File: src/hdl/gbs_pkg.sv
// ----------------------------------------------------------------------------
// gbs_pkg
// Shared types and constants for the greedy box suppression block.
// ----------------------------------------------------------------------------
package gbs_pkg;

    localparam int unsigned BoxCapacity = 256;
    localparam int unsigned KeepMax     = 16;
    localparam logic [15:0] IouLimitRst = 16'd19661;

    typedef enum logic [3:0] {
        ST_LOAD,
        ST_SORT_RD,
        ST_SORT_CMP,
        ST_SEL_RD,
        ST_SEL_WAIT,
        ST_CHK_RD,
        ST_CHK_WAIT,
        ST_CHK_MUL,
        ST_CHK_CMP,
        ST_OUT_RD,
        ST_OUT_WAIT,
        ST_OUT_HOLD
    } t_state;

    // controller to datapath
    typedef struct packed {
        logic load;        // write incoming box
        logic sort_init;   // i = 0
        logic sort_start;  // box read address = i
        logic sort_rd;     // read order[j-1]
        logic sort_shift;  // order[j] = order[j-1], j--
        logic sort_place;  // order[j] = i, i++
        logic sel_init;
        logic sel_rd;      // read order[i]
        logic sel_cand;    // latch candidate corners
        logic chk_rd;      // read kept[k]
        logic chk_area;    // compute widths, heights
        logic chk_mul;     // products
        logic chk_next;    // k++
        logic keep;        // append candidate
        logic sel_next;    // i++, k=0
        logic out_init;
        logic out_rd;
        logic out_load;    // load output register
        logic out_next;
        logic finish;      // clear set
    } t_cmd;

    // datapath to controller
    typedef struct packed {
        logic load_is_last;
        logic sort_done;    // i == n
        logic sort_j_zero;
        logic sort_less;    // score(order[j-1]) < score(i)
        logic sel_done;     // i == n or kept full
        logic chk_done;     // k == kept_count
        logic overlap;
        logic out_done;     // last kept emitted
    } t_sts;

endpackage

File: src/hdl/gbs_ctrl.sv
// ----------------------------------------------------------------------------
// gbs_ctrl
// Sequencer for load, insertion sort, suppression walk and result output.
// ----------------------------------------------------------------------------
module gbs_ctrl (
    input  logic          i_clk,
    input  logic          i_rst_n,
    input  logic          i_in_valid,
    output logic          o_in_ready,
    output logic          o_out_valid,
    input  logic          i_out_ready,
    input  gbs_pkg::t_sts i_sts,
    output gbs_pkg::t_cmd o_cmd,
    output gbs_pkg::t_state o_state
);
    import gbs_pkg::*;

    t_state r_state, n_state;
    logic   w_out_xfer;

    assign w_out_xfer = (r_state == ST_OUT_HOLD) && i_out_ready;
    assign o_state    = r_state;

    // advance state
    always_ff @(posedge i_clk) begin
        if (!i_rst_n) begin
            r_state <= ST_LOAD;
        end else begin
            r_state <= n_state;
        end
    end

    // next state
    always_comb begin
        n_state = r_state;
        unique case (r_state)
            ST_LOAD:     if (i_in_valid && i_sts.load_is_last) n_state = ST_SORT_RD;
            ST_SORT_RD:  if (i_sts.sort_done) n_state = ST_SEL_RD;
                         else if (i_sts.sort_j_zero) n_state = ST_SORT_RD;
                         else n_state = ST_SORT_CMP;
            ST_SORT_CMP: n_state = ST_SORT_RD;
            ST_SEL_RD:   if (i_sts.sel_done) n_state = ST_OUT_RD;
                         else n_state = ST_SEL_WAIT;
            ST_SEL_WAIT: n_state = ST_CHK_RD;
            ST_CHK_RD:   if (i_sts.chk_done) n_state = ST_SEL_RD;
                         else n_state = ST_CHK_WAIT;
            ST_CHK_WAIT: n_state = ST_CHK_MUL;
            ST_CHK_MUL:  n_state = ST_CHK_CMP;
            ST_CHK_CMP:  if (i_sts.overlap) n_state = ST_SEL_RD;
                         else n_state = ST_CHK_RD;
            ST_OUT_RD:   n_state = ST_OUT_WAIT;
            ST_OUT_WAIT: n_state = ST_OUT_HOLD;
            ST_OUT_HOLD: if (i_out_ready) begin
                             n_state = i_sts.out_done ? ST_LOAD : ST_OUT_RD;
                         end
            default:     n_state = ST_LOAD;
        endcase
    end

    // outputs
    always_comb begin
        o_cmd       = '0;
        o_in_ready  = 1'b0;
        o_out_valid = 1'b0;
        unique case (r_state)
            ST_LOAD: begin
                o_in_ready = 1'b1;
                if (i_in_valid) begin
                    o_cmd.load = 1'b1;
                    if (i_sts.load_is_last) o_cmd.sort_init = 1'b1;
                end
            end
            ST_SORT_RD: begin
                // in this state the sort scans j down; j==0 places i, else order[j-1] is read
                if (i_sts.sort_done) begin
                    o_cmd.sel_init = 1'b1;
                end else if (i_sts.sort_j_zero) begin
                    o_cmd.sort_place = 1'b1;
                end else begin
                    o_cmd.sort_rd = 1'b1;
                end
            end
            ST_SORT_CMP: begin
                if (i_sts.sort_less) o_cmd.sort_shift = 1'b1;
                else                 o_cmd.sort_place = 1'b1;
            end
            ST_SEL_RD: begin
                if (i_sts.sel_done) o_cmd.out_init = 1'b1;
                else                o_cmd.sel_rd = 1'b1;
            end
            ST_SEL_WAIT: o_cmd.sel_cand = 1'b1;
            ST_CHK_RD: begin
                if (i_sts.chk_done) begin
                    o_cmd.keep     = 1'b1;
                    o_cmd.sel_next = 1'b1;
                end else begin
                    o_cmd.chk_rd = 1'b1;
                end
            end
            ST_CHK_WAIT: o_cmd.chk_area = 1'b1;
            ST_CHK_MUL:  o_cmd.chk_mul  = 1'b1;
            ST_CHK_CMP: begin
                if (i_sts.overlap) o_cmd.sel_next = 1'b1;
                else               o_cmd.chk_next = 1'b1;
            end
            ST_OUT_RD:   o_cmd.out_rd   = 1'b1;
            ST_OUT_WAIT: o_cmd.out_load = 1'b1;
            ST_OUT_HOLD: begin
                o_out_valid = 1'b1;
                if (w_out_xfer) begin
                    o_cmd.out_next = 1'b1;
                    if (i_sts.out_done) o_cmd.finish = 1'b1;
                end
            end
            default: ;
        endcase
    end

endmodule

File: config.mk
export PLATFORM = sky130hd
export DESIGN_NAME = gbs_ctrl
export DESIGN_NICKNAME = d
export VERILOG_FILES = /design/src/hdl/gbs_pkg.sv /design/src/hdl/gbs_ctrl.sv
export SDC_FILE = /design/constraint.sdc
export NUM_CORES = 1
export LEC_CHECK = 0
export BUFFER_PORTS_ARGS = -buffer_cell sky130_fd_sc_hd__buf_2
export CAP_MARGIN = 20
export CORE_MARGIN = 2
export CORE_UTILIZATION = 40
export DETAILED_ROUTE_END_ITERATION = 8
export PLACE_DENSITY = 0.87
export REMOVE_ABC_BUFFERS = 1
export SETUP_SLACK_MARGIN = 0.4
export SKIP_LAST_GASP = 1
export SLEW_MARGIN = 20
export SYNTH_ARGS = -nofsm -noshare
export SYNTH_HDL_FRONTEND = slang
export SYNTH_SLANG_ARGS = --single-unit
File: constraint.sdc
create_clock -name i_clk -period 1.4 [get_ports i_clk]
set_clock_uncertainty 0.2 [all_clocks]
set_input_delay 0.07 -clock i_clk [delete_from_list [all_inputs] [get_ports i_clk]]
set_output_delay 0.07 -clock i_clk [all_outputs]
set_load 0.02 [all_outputs]
==> flow_summary.yaml, run 1 <==
placed_design:
  portBuffers: 36
  hpwlAfterDp_um: 1425
  placedInstanceArea_sq_um: 842.1
  globalplace.congestion: 0.8602
yosys:
  synthFlopType: "dfxtp_1"
  synth_largest_area_cell: "dfxtp_1"
  yosys_warnings: 0
  postSynthCellCount: 87
  synth_area_per_cell_sq_um: 6.529
  synth-seq-cells: 4
  ys_types: 33
  syn_area_sq_um: 568.0
  synth_seq_area_share_pct: 14.10
  synth_area_leaders: "dfxtp_1 14%, nor2_1 7.9%, nand2_1 7.3%"
  async_flop_share_pct: 0
  synth_edf_count: 0
  synth_top_area_share_pct: 14.10
run_status:
  failed_stage: "global routing"
  stop_error: "[ERROR DPL-0038] Utilization greater than 100%, impossible to legalize"
  status: "did not finish"
floorplanning:
  io_pins: 38
  die_w_um: 41.69
  start_util_pct: 43.11
  die_h_um: 41.69
  fp-row-count: 13
clock_network:
  cts_buffer_depth: 2
  htreeDepth: 1
  cts.sinks: 4
  numCtsBuffers: 3
  root_buffer: "clkbuf_4"
timing:
  worst_endpoint: "o_cmd[18]"
  worst-ep-kind: "primary output"
grt:
  grt_max_degree: 12
[what timing repair did]
action	CTS
endpoints found under the hold margin	4
gates resized for setup	42
pin swaps	7
setup endpoints to repair	29
setup buffers	12
[kinds of logic after synthesis]
kind of cell	share of synthesized area [%]
muxes	1.762
DFF	14.10
other	0.6602
buffers and inverters	11.89
and+or+nand+nor	51.10
AOI/OAI and AO/OA	20.48
[Yosys cell counts, drive strengths merged (3+ instances only)]
| cell type | instances |
|---|---|
| a21oi | 5 |
| nand2b | 3 |
| and3 | 6 |
| o21ai | 3 |
| nor4 | 3 |
| buf | 7 |
| dfxtp | 4 |
| nand2 | 11 |
| nor3 | 6 |
| nor2 | 13 |
| and2 | 3 |
[per-stage QoR]
stage	setup WS, ps	cells
CTS	-176.4	163
detailed placement	-115.6	148
global placement	-98.47	148
floorplan	-438.0	79
==> run 2, diff against run 1 <==
--- a/config.mk
+++ b/config.mk
@@ -7,12 +7,11 @@
 export LEC_CHECK = 0
 export BUFFER_PORTS_ARGS = -buffer_cell sky130_fd_sc_hd__buf_2
 export CAP_MARGIN = 20
-export CORE_MARGIN = 2
-export CORE_UTILIZATION = 40
+export CORE_AREA = 2 2 63 65
 export DETAILED_ROUTE_END_ITERATION = 8
-export PLACE_DENSITY = 0.87
+export DIE_AREA = 0 0 65 67
+export PLACE_DENSITY_LB_ADDON = 0.15
 export REMOVE_ABC_BUFFERS = 1
-export SETUP_SLACK_MARGIN = 0.4
 export SKIP_LAST_GASP = 1
 export SLEW_MARGIN = 20
 export SYNTH_ARGS = -nofsm -noshare
==> run 2 against run 1 <==
Effect of this change:
- the flow now finishes, with violations (setup timing)
- synthesized cell count unchanged
- area after synthesis unchanged
==> flow_summary.yaml, run 2 <==
critical_path:
  cp_slowest_cell: "dfxtp_2"
  crit_type: "reg2out"
  slowest_delay_ps: 320
  cp_top_family: "buffers and inverters"
  arrival_ps: 1310
  path_cells: "buf_12 -> nor4_4 -> buf_4 -> and3_4 -> buf_6"
  reg2reg_setup_slack_ps: -50
  crit_fanout: 10
  worst_ep_required_time_ps: 1130
  startpoint_type: "flop"
  end_kind: "output port"
  cp_num_buf_inv: 3
route:
  met2WireLength_um: 1195
  drt-met1-wl_um: 1126
  wl_um: 2464
  wire_per_inst_um: 12.51
  ant_nets: 0
  routed_via_density: 4.320
  dr.pass1.iters: 3
  topRoutingLayerUsed: "met4"
  drc: 0
  wl_met3_um: 130
  dr_total_vias: 851
  first_iter_violations: 24
finish:
  largest_reg_flops: 4
  layout_commonest_cell: "buf_4"
  final_util_pct: 37.37
  n_antenna_cell: 0
  nets: 163
  layout.cells.most_common_list: "27 x buf_4, 20 x buf_2, 15 x buf_6, 9 x nand2_1, 7 x nor2_1"
  layout-drive-gt1-share_pct: 67.11
  syn_to_final_growth_pct: 137.2
  fin_area_sq_mm: 0.001348
floorplanning:
  start_util_pct: 15.75
  coreArea_sq_mm: 0.003606
  fp-row-count: 22
  io_pins: 38
  die_w_um: 65
  die_area_sq_mm: 0.004355
  die_h_um: 67
placed_design:
  hpwlAfterDp_um: 1571
  globalplace.congestion: 0.7522
  placedInstanceArea_sq_um: 865.8
  portBuffers: 36
run_status:
  violations: "setup timing"
  status: "finished with violations"
power:
  p_total_uw: 577.3
  power_frac_comb_pct: 37.2
  pwr-share-clk_pct: 41.6
  max-vdd-ir-drop_v: 0.0002004
  p_int_uw: 408.2
  p_leak_nw: 0.6335
  p_per_area_mw_per_mm2: 428.4
  p_sw_share_pct: 29.30
  switching_power_uw: 169.1
  p_seq_share_pct: 21.2
yosys:
  postSynthCellCount: 87
  ys_types: 33
  synth_top_area_share_pct: 14.10
  async_flop_share_pct: 0
  yosysMostFrequentCell: "nor2_1"
  synth_area_per_cell_sq_um: 6.529
  synth_largest_area_cell: "dfxtp_1"
  synth_area_leaders: "dfxtp_1 14%, nor2_1 7.9%, nand2_1 7.3%"
  yosys_warnings: 0
  yosys-top-cells-count: "12 x nor2_1, 11 x nand2_1, 6 x and3_1, 6 x nor3_1, 5 x a21oi_1"
  synth_seq_area_share_pct: 14.10
  synthFlopType: "dfxtp_1"
  synth-seq-cells: 4
  synth_edf_count: 0
  syn_area_sq_um: 568.0
run:
  maxCapViolCount: 0
grt:
  grt.total_usage_pct: 11.06
  grt_antenna_before_repair: 0
  grt_pass1_vias: 785
  grt_pass1_wl_um: 3691
  grt-ovfl-total: 0
  grt_max_degree: 12
clock_network:
  tritoncts: "yes"
  cts.clk_slew.worst_paths_ps: 30
  htreeDepth: 1
  clk_latency_ps: 210
  numCtsBuffers: 3
  cts.sinks: 4
  cts_buffer_depth: 2
  root_buffer: "clkbuf_8"
timing:
  slew_viol_final: 0
  rsz0062_at_grt: "yes"
  finalSetupViolCount: 22
  fin_ws_ps: -177.5
  fin_crit_ps: 1577
  finalHoldViolCount: 0
  hold_slack_ps: 20.18
  period_share_pct: 112.7
  finalSetupTns_ps: -2052
  fmax_mhz: 633.9
worst_hold_path:
  hp-class: "in2reg"
-- run 2: cell counts after synthesis --
No cell type changed its count.
-- run 2: stage by stage --
step                std cells  setup slack, ps
floorplan                  79           -438.0
global placement          177           -111.4
detailed placement        177           -118.8
finish                    197           -177.5
global route              197           -241.6
CTS                       191           -186.8
-- run 2: power by group through the flow --
stage	Sequential [mW]	Clock (mW)	Combinational, mW
3_3_place_gp	0.126	0	0.142
6_report	0.122	0.240	0.215
4_1_cts	0.123	0.250	0.184
2_1_floorplan	0.135	0	0.0643
5_1_grt	0.123	0.258	0.232
3_5_place_dp	0.126	0	0.143
-- run 2: cells by family (layout without fill, tap and decap cells) --
group | count (synthesis) | count (layout) | share of synthesized area, %
buffers and inverters | 10 | 72 | 11.89
AND/OR/NAND/NOR | 55 | 55 | 51.10
other | 1 | 1 | 0.6602
flip-flops | 4 | 4 | 14.10
multiplexers | 1 | 1 | 1.762
AO/OA/AOI/OAI | 16 | 16 | 20.48
-- run 2: cell type report --
class,count,area (sq um)
fillers,405,2258
multi-input cells,73,591.8
repair buffers,67,554.3
flip-flops and latches,4,92.59
well taps,48,60.06
clock buffers,3,41.29
inverters,2,7.507
-- run 2: worst reg2reg max path, cell delays in order, from the launching register on --
cell and delay, ps:
dfxtp_4 370, buf_6 140, or2_2 290, nand3_1 100, o32ai_2 70, and2_1 160
-- run 2: final timing paths --
check | from | endpoint | cells past startpoint
max | o_state[1] | o_cmd[18] | 5
min | i_out_ready | o_state[3] | 4
max reg2reg | o_state[0] | o_state[1] | 5
min reg2reg | o_state[2] | o_state[2] | 2
-- run 2: routing by layer --
| layer | up-vias | GRT usage, % |
|---|---|---|
| met5 | - | 0 |
| met1 | 394 | 14.34 |
| met3 | 2 | 2.872 |
| met4 | 0 | 3.191 |
| li1 | 431 | - |
| met2 | 24 | 17.91 |
-- run 2: repair_timing --
| item | in CTS | in global routing |
|---|---|---|
| hold buffers | 2 | 0 |
| pin swaps | 6 | 13 |
| cloned | 1 | 0 |
| endpoints found under the hold margin | 3 | 0 |
| setup buffers | 8 | 6 |
| resized for setup | 42 | 35 |
| setup endpoints to repair | 25 | 24 |
No activity file was read; power rests on OpenSTA's default activity.
==> run 3, diff against run 2 <==
--- a/config.mk
+++ b/config.mk
@@ -10,7 +10,6 @@
 export CORE_AREA = 2 2 63 65
 export DETAILED_ROUTE_END_ITERATION = 8
 export DIE_AREA = 0 0 65 67
-export PLACE_DENSITY_LB_ADDON = 0.15
 export REMOVE_ABC_BUFFERS = 1
 export SKIP_LAST_GASP = 1
 export SLEW_MARGIN = 20
==> run 3 against run 2 <==
Effect of this change:
- the flow still finishes with violations (setup timing)
- worst setup slack got worse by 51 ps
- critical path type unchanged
- sequential power is essentially flat
- register-to-register slack got worse by 120 ps
- count of clock-buffer cells in the layout did not move
- via count increased by 12%
- highest routed layer unchanged
- clock power up 7%
- critical endpoint unchanged
==> flow_summary.yaml, run 3 (synthesis results as in run 2) <==
finish:
  final_util_pct: 41.57
  nets: 179
  layout-drive-gt1-share_pct: 73.94
  largest_reg_flops: 4
  layout_commonest_cell: "buf_4"
  n_antenna_cell: 0
  fin_area_sq_mm: 0.001499
  syn_to_final_growth_pct: 163.9
  final_cells: 213
  layout.cells.most_common_list: "36 x buf_4, 25 x buf_6, 18 x buf_2, 7 x nor2_1, 7 x nand2_1"
power:
  max-vdd-ir-drop_v: 0.0002165
  p_per_area_mw_per_mm2: 410.4
  p_total_uw: 615.2
  p_leak_nw: 0.7059
clock_network:
  tritoncts: "yes"
  cts.sinks: 4
  cts_buffer_depth: 2
  root_buffer: "clkbuf_8"
  cts.clk_slew.worst_paths_ps: 30
  htreeDepth: 1
  clk_latency_ps: 230
  numCtsBuffers: 3
critical_path:
  slowest_delay_ps: 360
  startpoint_type: "flop"
  reg2reg_setup_slack_ps: -170
  crit_fanout: 8
  crit_type: "reg2out"
  r2r_cells: 8
  arrival_ps: 1360
  worstReg2RegStart: "o_state[3]"
  end_kind: "output port"
  path_cells: "buf_6 -> nor4_4 -> and3_4 -> buf_6"
  worst_ep_required_time_ps: 1130
  r2r_end: "o_state[0]"
  cp_common_cell: "buf_6"
  cp_slowest_cell: "dfxtp_4"
timing:
  slew_viol_final: 0
  finalSetupViolCount: 24
  rsz0062_at_grt: "yes"
  finalHoldViolCount: 0
  fin_crit_ps: 1629
  fin_ws_ps: -228.8
  period_share_pct: 116.3
  hold_slack_ps: 33.81
  fmax_mhz: 613.9
  finalSetupTns_ps: -2610
floorplanning:
  coreArea_sq_mm: 0.003606
  fp-row-count: 22
  die_area_sq_mm: 0.004355
  die_w_um: 65
  io_pins: 38
  die_h_um: 67
  start_util_pct: 15.75
worst_hold_path:
  hp-class: "in2reg"
  min_path_cells: 4
  min_to: "o_state[3]"
  hp-start: "i_out_ready"
run_status:
  status: "finished with violations"
  violations: "setup timing"
route:
  dr_total_vias: 956
  wl_um: 2624
  first_iter_violations: 26
  ant_nets: 0
  dr.pass1.iters: 4
  routed_via_density: 4.488
  wire_per_inst_um: 12.32
  drc: 0
grt:
  grt_pass1_vias: 853
  grt_antenna_before_repair: 0
  grt.total_usage_pct: 11.77
  grt-ovfl-total: 0
  grt_pass1_wl_um: 3884
  grt_max_degree: 10
placed_design:
  place_inst: 187
  portBuffers: 36
  placedInstanceArea_sq_um: 928.4
  hpwlAfterDp_um: 1552
  globalplace.congestion: 0.7584
  dpl_worst_slack_ps: -110.2
run:
  maxCapViolCount: 0
==> run 3: layout make-up <==
type	instances	area (sq um)
Fill cell	357	2107
Timing Repair Buffer	83	681.9
Multi-Input combinational cell	73	613.1
Sequential cell	4	95.09
Tap cell	48	60.06
Clock buffer	3	41.29
Inverter	2	7.507
==> run 3: power by group <==
group | leakage (nW) | switching (mW) | internal [mW]
Sequential | 0.0355 | 0.00942 | 0.113
Clock | 0.0216 | 0.0735 | 0.184
Combinational | 0.649 | 0.110 | 0.125
==> run 3: repair_timing <==
action	in CTS	in global routing
endpoints found under the hold margin	4	0
buffers inserted	12	8
gates cloned	0	0
resized for setup	52	42
pin swaps	14	17
hold buffers	4	0
setup endpoints to repair	25	25
==> run 3: worst max-delay path by stage <==
stage	startpoint	to	slack (ps)	depth (start not counted)
floorplan	o_state[1]	o_cmd[12]	-440	2
global placement	o_state[1]	o_cmd[18]	-100	4
detailed placement	o_state[3]	o_state[1]	-110	5
CTS	o_state[0]	o_cmd[14]	-180	5
global route	o_state[1]	o_cmd[18]	-310	4
finish	o_state[1]	o_cmd[18]	-230	4
==> run 3: worst max-delay path, delay by kind of cell, from the launching register on <==
kind	cells	cell delay [ps]
simple gates	2	530
flops	1	360
buf+inv	2	230
==> run 3: routing by layer <==
layer  GRT usage [%]  vias up  wire, um
li1                -      467         -
met1           13.45      452      1053
met2           20.75       32      1403
met3           2.534        5       120
met4           5.585        0        46
met5               0        -         0
